$ cat src/hw/rtl/dlcst_pkg.sv
// Package for the deck line comment and slash trim filter.
// Holds byte codes, command types and sizing defaults shared by all modules.
// No dependencies.
package dlcst_pkg;

   localparam logic [7:0] NL_BYTE     = 8'd10;
   localparam logic [7:0] DASH_BYTE   = 8'd45;
   localparam logic [7:0] SLASH_BYTE  = 8'd47;
   localparam logic [7:0] SQUOTE_BYTE = 8'd39;
   localparam logic [7:0] DQUOTE_BYTE = 8'd34;

   localparam int MAX_PENDING_DEF = 32;
   localparam int QUEUE_DEPTH_DEF = 4;

   typedef enum logic [2:0] {
      OP_NONE,
      OP_HOLD,
      OP_TEXT,
      OP_NEWLINE,
      OP_DROP
   } dlcst_op_type;

   typedef struct packed {
      logic         dash;
      dlcst_op_type op;
      logic [7:0]   data;
   } dlcst_cmd_type;

   typedef struct packed {
      logic          valid;
      dlcst_cmd_type cmd;
   } dlcst_head_type;

   typedef enum logic {
      BK_DASH,
      BK_OP
   } dlcst_phase_type;

   function automatic logic is_sep(input logic [7:0] b);
      return b inside {8'd32, 8'd9, 8'd13, 8'd11, 8'd12};
   endfunction

endpackage

$ cat src/hw/rtl/dlcst_front.sv
// Front end: classifies each text byte and tracks quote, comment and dash state.
// Produces one command per byte that needs work in the back end. Uses dlcst_pkg.
module dlcst_front import dlcst_pkg::*; (
   input  logic          clock,
   input  logic          reset,
   input  logic          accept,
   input  logic [7:0]    in_byte,
   output logic          push,
   output dlcst_cmd_type cmd
);

   logic in_quote_ff, in_quote_in;
   logic quote_is_double_ff, quote_is_double_in;
   logic discard_rest_ff, discard_rest_in;
   logic text_started_ff, text_started_in;
   logic dash_pending_ff, dash_pending_in;

   always_comb begin
      logic handled;
      logic ts;
      handled            = 1'b0;
      ts                 = text_started_ff;
      cmd.dash           = 1'b0;
      cmd.op             = OP_NONE;
      cmd.data           = in_byte;
      in_quote_in        = in_quote_ff;
      quote_is_double_in = quote_is_double_ff;
      discard_rest_in    = discard_rest_ff;
      dash_pending_in    = dash_pending_ff;
      if (in_byte == NL_BYTE) begin
         cmd.dash           = dash_pending_ff;
         cmd.op             = OP_NEWLINE;
         in_quote_in        = 1'b0;
         quote_is_double_in = 1'b0;
         discard_rest_in    = 1'b0;
         dash_pending_in    = 1'b0;
      end else if (!discard_rest_ff) begin
         if (dash_pending_ff) begin
            dash_pending_in = 1'b0;
            if (in_byte == DASH_BYTE) begin
               discard_rest_in = 1'b1;
               cmd.op          = OP_DROP;
               handled         = 1'b1;
            end else begin
               cmd.dash = 1'b1;
               ts       = 1'b1;
            end
         end
         if (!handled) begin
            if (in_quote_ff) begin
               if (in_byte == (quote_is_double_ff ? DQUOTE_BYTE : SQUOTE_BYTE)) begin
                  in_quote_in = 1'b0;
               end
               cmd.op = is_sep(in_byte) ? (ts ? OP_HOLD : OP_NONE) : OP_TEXT;
            end else if (in_byte == DASH_BYTE) begin
               dash_pending_in = 1'b1;
            end else if (in_byte == SLASH_BYTE) begin
               cmd.op          = OP_TEXT;
               discard_rest_in = 1'b1;
            end else begin
               if (in_byte == SQUOTE_BYTE || in_byte == DQUOTE_BYTE) begin
                  in_quote_in        = 1'b1;
                  quote_is_double_in = (in_byte == DQUOTE_BYTE);
               end
               cmd.op = is_sep(in_byte) ? (ts ? OP_HOLD : OP_NONE) : OP_TEXT;
            end
         end
      end
      text_started_in = (in_byte == NL_BYTE) ? 1'b0 : (ts || cmd.op == OP_TEXT);
   end

   assign push = accept && (cmd.dash || cmd.op != OP_NONE);

   always_ff @(posedge clock) begin
      if (reset) begin
         in_quote_ff        <= 1'b0;
         quote_is_double_ff <= 1'b0;
         discard_rest_ff    <= 1'b0;
         text_started_ff    <= 1'b0;
         dash_pending_ff    <= 1'b0;
      end else if (accept) begin
         in_quote_ff        <= in_quote_in;
         quote_is_double_ff <= quote_is_double_in;
         discard_rest_ff    <= discard_rest_in;
         text_started_ff    <= text_started_in;
         dash_pending_ff    <= dash_pending_in;
      end
   end

endmodule

$ cat src/hw/rtl/dlcst_queue.sv
// Command queue between front end and back end.
// Small register FIFO of dlcst_cmd_type entries. Uses dlcst_pkg.
module dlcst_queue import dlcst_pkg::*; #(
   parameter int DEPTH = QUEUE_DEPTH_DEF
) (
   input  logic           clock,
   input  logic           reset,
   input  logic           push,
   input  dlcst_cmd_type  push_cmd,
   output logic           full,
   input  logic           pop,
   output dlcst_head_type head
);

   localparam int PW = (DEPTH > 1) ? $clog2(DEPTH) : 1;
   localparam int NW = $clog2(DEPTH + 1);

   dlcst_cmd_type  slot_ff [DEPTH];
   logic [PW-1:0]  wr_ptr_ff, wr_ptr_in;
   logic [PW-1:0]  rd_ptr_ff, rd_ptr_in;
   logic [NW-1:0]  count_ff, count_in;
   logic           do_push, do_pop;

   assign full      = (count_ff == NW'(DEPTH));
   assign do_push   = push && !full;
   assign do_pop    = pop && (count_ff != '0);
   assign head.valid = (count_ff != '0);
   assign head.cmd   = slot_ff[rd_ptr_ff];

   always_comb begin
      wr_ptr_in = wr_ptr_ff;
      rd_ptr_in = rd_ptr_ff;
      count_in  = count_ff;
      if (do_push) begin
         wr_ptr_in = (wr_ptr_ff == PW'(DEPTH - 1)) ? '0 : wr_ptr_ff + 1'b1;
      end
      if (do_pop) begin
         rd_ptr_in = (rd_ptr_ff == PW'(DEPTH - 1)) ? '0 : rd_ptr_ff + 1'b1;
      end
      if (do_push && !do_pop) begin
         count_in = count_ff + 1'b1;
      end else if (do_pop && !do_push) begin
         count_in = count_ff - 1'b1;
      end
   end

   always_ff @(posedge clock) begin
      if (reset) begin
         wr_ptr_ff <= '0;
         rd_ptr_ff <= '0;
         count_ff  <= '0;
      end else begin
         wr_ptr_ff <= wr_ptr_in;
         rd_ptr_ff <= rd_ptr_in;
         count_ff  <= count_in;
      end
   end

   always_ff @(posedge clock) begin
      if (do_push) begin
         slot_ff[wr_ptr_ff] <= push_cmd;
      end
   end

endmodule

$ cat src/hw/rtl/dlcst_back.sv
// Back end: carries out commands, holds the separator buffer and drives results.
// Owns the separator memory and the output register. Uses dlcst_pkg.
module dlcst_back import dlcst_pkg::*; #(
   parameter int MAX_PENDING = MAX_PENDING_DEF
) (
   input  logic           clock,
   input  logic           reset,
   input  dlcst_head_type head,
   output logic           pop,
   output logic           rsp_valid,
   input  logic           rsp_stall,
   output logic [7:0]     rsp_out_byte,
   output logic           rsp_last,
   output logic           rsp_overflow
);

   localparam int CW = $clog2(MAX_PENDING + 1);
   localparam int AW = (MAX_PENDING > 1) ? $clog2(MAX_PENDING) : 1;

   logic [7:0]      sep_mem [MAX_PENDING];
   logic [CW-1:0]   cnt_ff, cnt_in;
   logic [CW-1:0]   idx_ff, idx_in;
   dlcst_phase_type phase_ff, phase_in;

   logic            s1_valid_ff, s1_valid_in;
   logic            s1_mem_ff;
   logic [7:0]      s1_byte_ff;
   logic            s1_last_ff;
   logic            s1_ovf_ff;
   logic [7:0]      rd_ff;

   logic            s1_free, go, have, dash_now;
   logic            emit, e_mem, e_last, e_ovf;
   logic [7:0]      e_byte;
   logic            wr_en;
   logic [AW-1:0]   wr_addr;

   assign s1_free  = !s1_valid_ff || !rsp_stall;
   assign go       = head.valid && s1_free;
   assign have     = (idx_ff < cnt_ff);
   assign dash_now = (phase_ff == BK_DASH) && head.cmd.dash;

   always_comb begin
      emit    = 1'b0;
      e_mem   = 1'b0;
      e_last  = 1'b0;
      e_ovf   = 1'b0;
      e_byte  = head.cmd.data;
      pop     = 1'b0;
      cnt_in  = cnt_ff;
      idx_in  = idx_ff;
      wr_en   = 1'b0;
      wr_addr = cnt_ff[AW-1:0];
      if (go) begin
         if (dash_now) begin
            emit = 1'b1;
            if (have) begin
               e_mem  = 1'b1;
               idx_in = idx_ff + 1'b1;
            end else begin
               e_byte = DASH_BYTE;
               e_last = !(head.cmd.op == OP_TEXT || head.cmd.op == OP_NEWLINE);
               cnt_in = '0;
               idx_in = '0;
               if (e_last) begin
                  pop = 1'b1;
                  if (head.cmd.op == OP_HOLD) begin
                     wr_en   = 1'b1;
                     wr_addr = '0;
                     cnt_in  = CW'(1);
                  end
               end
            end
         end else begin
            case (head.cmd.op)
               OP_TEXT: begin
                  emit = 1'b1;
                  if (have) begin
                     e_mem  = 1'b1;
                     idx_in = idx_ff + 1'b1;
                  end else begin
                     e_last = 1'b1;
                     cnt_in = '0;
                     idx_in = '0;
                     pop    = 1'b1;
                  end
               end
               OP_NEWLINE: begin
                  emit   = 1'b1;
                  e_byte = NL_BYTE;
                  e_last = 1'b1;
                  cnt_in = '0;
                  idx_in = '0;
                  pop    = 1'b1;
               end
               OP_DROP: begin
                  cnt_in = '0;
                  idx_in = '0;
                  pop    = 1'b1;
               end
               OP_HOLD: begin
                  if (cnt_ff == CW'(MAX_PENDING)) begin
                     emit   = 1'b1;
                     e_mem  = 1'b1;
                     e_ovf  = 1'b1;
                     e_last = (idx_ff == CW'(MAX_PENDING - 1));
                     if (e_last) begin
                        wr_en   = 1'b1;
                        wr_addr = '0;
                        cnt_in  = CW'(1);
                        idx_in  = '0;
                        pop     = 1'b1;
                     end else begin
                        idx_in = idx_ff + 1'b1;
                     end
                  end else begin
                     wr_en  = 1'b1;
                     cnt_in = cnt_ff + 1'b1;
                     pop    = 1'b1;
                  end
               end
               default: begin
                  pop = 1'b1;
               end
            endcase
         end
      end
   end

   always_comb begin
      phase_in = phase_ff;
      if (pop) begin
         phase_in = BK_DASH;
      end else if (go && dash_now && !have) begin
         phase_in = BK_OP;
      end
   end

   assign s1_valid_in = s1_free ? emit : s1_valid_ff;

   always_ff @(posedge clock) begin
      if (reset) begin
         cnt_ff      <= '0;
         idx_ff      <= '0;
         phase_ff    <= BK_DASH;
         s1_valid_ff <= 1'b0;
      end else begin
         cnt_ff      <= cnt_in;
         idx_ff      <= idx_in;
         phase_ff    <= phase_in;
         s1_valid_ff <= s1_valid_in;
      end
   end

   always_ff @(posedge clock) begin
      if (go && emit) begin
         s1_mem_ff  <= e_mem;
         s1_byte_ff <= e_byte;
         s1_last_ff <= e_last;
         s1_ovf_ff  <= e_ovf;
      end
   end

   always_ff @(posedge clock) begin
      if (go && e_mem) begin
         rd_ff <= sep_mem[idx_ff[AW-1:0]];
      end
      if (wr_en) begin
         sep_mem[wr_addr] <= head.cmd.data;
      end
   end

   assign rsp_valid    = s1_valid_ff;
   assign rsp_out_byte = s1_mem_ff ? rd_ff : s1_byte_ff;
   assign rsp_last     = s1_last_ff;
   assign rsp_overflow = s1_ovf_ff;

endmodule

$ cat src/hw/rtl/deck_line_comment_slash_trim_filter.sv
// Top level of the deck line comment and slash trim filter.
// Connects dlcst_front, dlcst_queue and dlcst_back. Uses dlcst_pkg.
//
//   channel  direction  handshake            payload
//   req      in         req_valid/req_stall  req_in_byte
//   rsp      out        rsp_valid/rsp_stall  rsp_out_byte, rsp_last, rsp_overflow
//
// One byte is accepted per cycle while the command queue has room.
// The back end produces one result at a time and holds a command at the queue
// head until all of its results, if any, have been produced; a byte causes at
// most MAX_PENDING + 2 results.
// When the queue is empty, a byte's command is written into a queue slot and its
// first result is then registered in the output register.
// Reset is synchronous and clears all control state; the separator memory is not cleared.
// rsp_stall holds the output register; the queue absorbs QUEUE_DEPTH commands
// before req_stall rises.
module deck_line_comment_slash_trim_filter import dlcst_pkg::*; #(
   parameter int MAX_PENDING = MAX_PENDING_DEF,
   parameter int QUEUE_DEPTH = QUEUE_DEPTH_DEF
) (
   input  logic       clock,
   input  logic       reset,
   input  logic       req_valid,
   output logic       req_stall,
   input  logic [7:0] req_in_byte,
   output logic       rsp_valid,
   input  logic       rsp_stall,
   output logic [7:0] rsp_out_byte,
   output logic       rsp_last,
   output logic       rsp_overflow
);

   logic           accept;
   logic           push;
   logic           full;
   logic           pop;
   dlcst_cmd_type  cmd;
   dlcst_head_type head;

   assign req_stall = full;
   assign accept    = req_valid && !full;

   dlcst_front u_front (
      .clock   (clock),
      .reset   (reset),
      .accept  (accept),
      .in_byte (req_in_byte),
      .push    (push),
      .cmd     (cmd)
   );

   dlcst_queue #(
      .DEPTH (QUEUE_DEPTH)
   ) u_queue (
      .clock    (clock),
      .reset    (reset),
      .push     (push),
      .push_cmd (cmd),
      .full     (full),
      .pop      (pop),
      .head     (head)
   );

   dlcst_back #(
      .MAX_PENDING (MAX_PENDING)
   ) u_back (
      .clock        (clock),
      .reset        (reset),
      .head         (head),
      .pop          (pop),
      .rsp_valid    (rsp_valid),
      .rsp_stall    (rsp_stall),
      .rsp_out_byte (rsp_out_byte),
      .rsp_last     (rsp_last),
      .rsp_overflow (rsp_overflow)
   );

endmodule

$ cat config.mk
export PLATFORM = sky130hd
export DESIGN_NAME = deck_line_comment_slash_trim_filter
export DESIGN_NICKNAME = d
export VERILOG_FILES = /design/src/hw/rtl/dlcst_pkg.sv /design/src/hw/rtl/dlcst_front.sv /design/src/hw/rtl/dlcst_queue.sv /design/src/hw/rtl/dlcst_back.sv /design/src/hw/rtl/deck_line_comment_slash_trim_filter.sv
export SDC_FILE = /design/constraint.sdc
export NUM_CORES = 1
export LEC_CHECK = 0
export BUFFER_PORTS_ARGS = -buffer_cell sky130_fd_sc_hd__buf_2
export CORE_AREA = 2 2 184 168
export DETAILED_ROUTE_END_ITERATION = 8
export DIE_AREA = 0 0 186 170
export GPL_TIMING_DRIVEN = 0
export PLACE_DENSITY = 0.67
export SLEW_MARGIN = 20
export SYNTH_ARGS = -nofsm -noshare
export SYNTH_HDL_FRONTEND = slang
export SYNTH_SLANG_ARGS = --single-unit
$ cat constraint.sdc
create_clock -name clock -period 5.5 [get_ports clock]
set_clock_uncertainty 0.2 [all_clocks]
set_input_delay 1.1 -clock clock [delete_from_list [all_inputs] [get_ports clock]]
set_output_delay 1.1 -clock clock [all_outputs]
set_load 0.01 [all_outputs]
==> flow_summary.json <==
{
  "n_fill_cell": 2289,
  "ant_nets": 0,
  "crit_path_top_delay_cell": "nor3_1",
  "clk_pin_slew_ps": 60,
  "gr-total-overflow": 0,
  "cts_made_buffers": 37,
  "clock_tree.buffer_depth": 3,
  "async_flop_share": 0,
  "finalNetCount": 979,
  "coreArea_mm2": 0.0297,
  "tns_ps": 0,
  "fin_util": 0.554,
  "seq_area_mm2": 0.0103,
  "grt_pass1_vias": 8081,
  "detail_route.wl_per_cell_um": 23.2,
  "hold_viol_final": 0,
  "die-area_mm2": 0.0316,
  "synth_edf_count": 323,
  "ys_ff_latch": 351,
  "path_buf_inv": 2,
  "first_iter_violations": 1029,
  "period_needed_ps": 4350,
  "grt.total_usage": 0.211,
  "post_cts_buffers": 0,
  "worstPathRequired_ps": 5430,
  "viasPerCell": 5.99,
  "numPortBuffers": 22,
  "antennaDiodeCount": 0,
  "crit_chain": "clkbuf_1 > inv_1 > ha_1 > a21oi_1 > o21ai_0 > a21oi_1 > nor3_1 > o21ai_0 > nor2_1",
  "total_power_w": 0.00695,
  "slew_violations": 0,
  "grt_pass1_wl_um": 49200,
  "power.leakage_nw": 5.08,
  "antenna_found_initial": 0,
  "endpoint_kind": "flip-flop",
  "yosys_most_used_dff": "edfxtp_1",
  "fin_cells": 1382,
  "dp.cells": 1315,
  "route.detailed.drc": 0,
  "cts-resized-gates": 0,
  "max_slew.worst_pin.slew_ps": 1260,
  "area_growth_pct": 12.5,
  "syn-num-nets": 915,
  "ir_worst_vdd_uv": 289,
  "boundaryPins": 24,
  "critPathMaxFanout": 10,
  "hold_buffers": 0,
  "setup_viol": 0,
  "crit_family": "simple AND/OR/NAND/NOR gates",
  "synthCells": 888,
  "rsz0062_at_grt": "false",
  "firstDrtPassIters": 5,
  "slew_headroom": 0.158,
  "dp_hpwl_um": 20700,
  "clock-sinks": 351,
  "cts-root-buf": "clkbuf_16",
  "powerDensity_mw_per_mm2": 423,
  "synth.avg_cell_area_um2": 16.5,
  "synth_cell_types": 69,
  "critical_path_class": "flip-flop to flip-flop",
  "rows": 60,
  "worst_setup_path_start_kind": "flip-flop",
  "ys_warn_count": 0,
  "gp_congestion": 0.925,
  "die_w_um": 186,
  "holdCritPathClass": "flip-flop to flip-flop",
  "drt_wl_total_um": 32100,
  "cpPeakStageDelay_ps": 900,
  "synth-seq-area-share": 0.702,
  "finalCritPeriodShare": 0.791,
  "clock.fmax_mhz": 230,
  "initial_utilization": 0.493,
  "cts_tree": "built",
  "multi_input_area_mm2": 0.00412,
  "critPathArrivalTime_ps": 4290,
  "clk_latency_ps": 520,
  "vias": 8281,
  "outcome": "completed",
  "htree_levels": 2,
  "syn-cell-area_mm2": 0.0146,
  "grt_max_degree": 34,
  "die_y_um": 170,
  "maxCapViolCount": 0,
  "drive_gt1_frac": 0.165
}
==> synth_stat cells (2+ instances only) <==
cell        n  area (µm²)
edfxtp_1  323        9700
nor2_1     54         203
mux2i_1    52         521
mux4_2     51        1150
nand2_1    38         143
a21oi_1    37         185
dfxtp_1    28         561
clkbuf_1   27         101
o221ai_1   24         210
o21ai_0    23         115
nand3_1    17        85.1
o22ai_1    16         100
ha_1       14         175
inv_1      14        52.6
and3_1     12        75.1
nor3_1     12        60.1
a21o_1     11        82.6
a211oi_1   10        75.1
buf_1       9        33.8
mux2_2      8        90.1
nand2b_1    8        50.1
nand4_1     7        43.8
o21a_1      6        45.0
o31ai_1     5        37.5
buf_2       4        20.0
nand3b_1    4        30.0
nor3b_1     4        30.0
o211ai_1    4        30.0
or2_2       4        25.0
or3_1       4        25.0
or4_1       4        30.0
a311o_1     3        30.0
and2_1      3        18.8
buf_6       3        33.8
nor2b_1     3        18.8
nor4b_1     3        26.3
xor2_1      3        26.3
a31o_2      2        17.5
a31oi_1     2        12.5
nor4_4      2        42.5
o22a_1      2        17.5
==> state kept, by name (all words and copies together) (netlist names), 3 cells and up, named ones only <==
| signal | count |
|---|---|
| u_back.sep_mem | 256 |
| u_queue.slot_ff | 48 |
| u_back.rd_ff | 8 |
| u_back.s1_byte_ff | 8 |
| u_back.cnt_ff | 6 |
| u_back.idx_ff | 6 |
| u_queue.count_ff | 3 |
==> kinds of logic after synthesis <==
logic type | synth area share
mux | 0.120
flops | 0.702
xor+xnor | 0.00180
simple gates | 0.0684
buf+inv | 0.0170
fa+ha+maj | 0.0134
compound gates | 0.0774
==> routing by layer <==
metal | part of all wire | routed length [µm] | up-vias | global-route usage
li1 | - | - | 3715 | -
met1 | 0.44 | 14200 | 4164 | 0.315
met2 | 0.46 | 14900 | 344 | 0.329
met3 | 0.074 | 2370 | 58 | 0.0293
met4 | 0.019 | 604 | 0 | 0.0531
met5 | 0 | 0 | - | 0
==> final cells by class <==
cell class	instances	share of cell area
Timing Repair Buffer	25	0.00799
Tap cell	403	0.0307
Buffer	44	0.0119
Multi-Input combinational cell	479	0.251
Sequential cell	351	0.624
Inverter	14	0.00320
Clock buffer	46	0.0603
Clock inverter	20	0.0113
==> metrics by stage <==
step / hold WS (ps) / instance area, µm² / worst slack, ps
floorplan: 242 / 14600 / 1670
global placement: 258 / 15200 / 808
detailed placement: 257 / 15300 / 1210
CTS: 280 / 16400 / 1240
global route: 310 / 16400 / 792
finish: 281 / 16400 / 1150
==> worst paths after layout <==
kind | startpoint | end | slack, ps | depth (start not counted)
setup reg to reg | u_back.cnt_ff[3] | u_back.sep_mem[0][0] | 1150 | 9
hold reg to reg | u_front.text_started_ff | u_front.text_started_ff | 280 | 1
hold / removal | u_front.text_started_ff | u_front.text_started_ff | 280 | 1
setup / recovery | u_back.cnt_ff[3] | u_back.sep_mem[0][0] | 1150 | 9
==> placed cells by master (no fill, tap or decap), drive strengths merged, types with 14 or more instances in the layout <==
cell and n:
edfxtp 323, clkbuf 73, nor2 55, mux2i 52, mux4 51, buf 42
nand2 39, a21oi 38, dfxtp 28, o221ai 24, o21ai 24, nand3 17
o22ai 17, inv 14, ha 14, clkinv 14
==> power by group <==
group          total [W]  leakage (nW)  internal, W  switching [W]
Clock            0.00242         0.561      0.00142       0.000998
Combinational    0.00121          1.37     0.000377       0.000832
Sequential       0.00333          3.15      0.00328      0.0000436
Power figures use the tool's default switching activity.
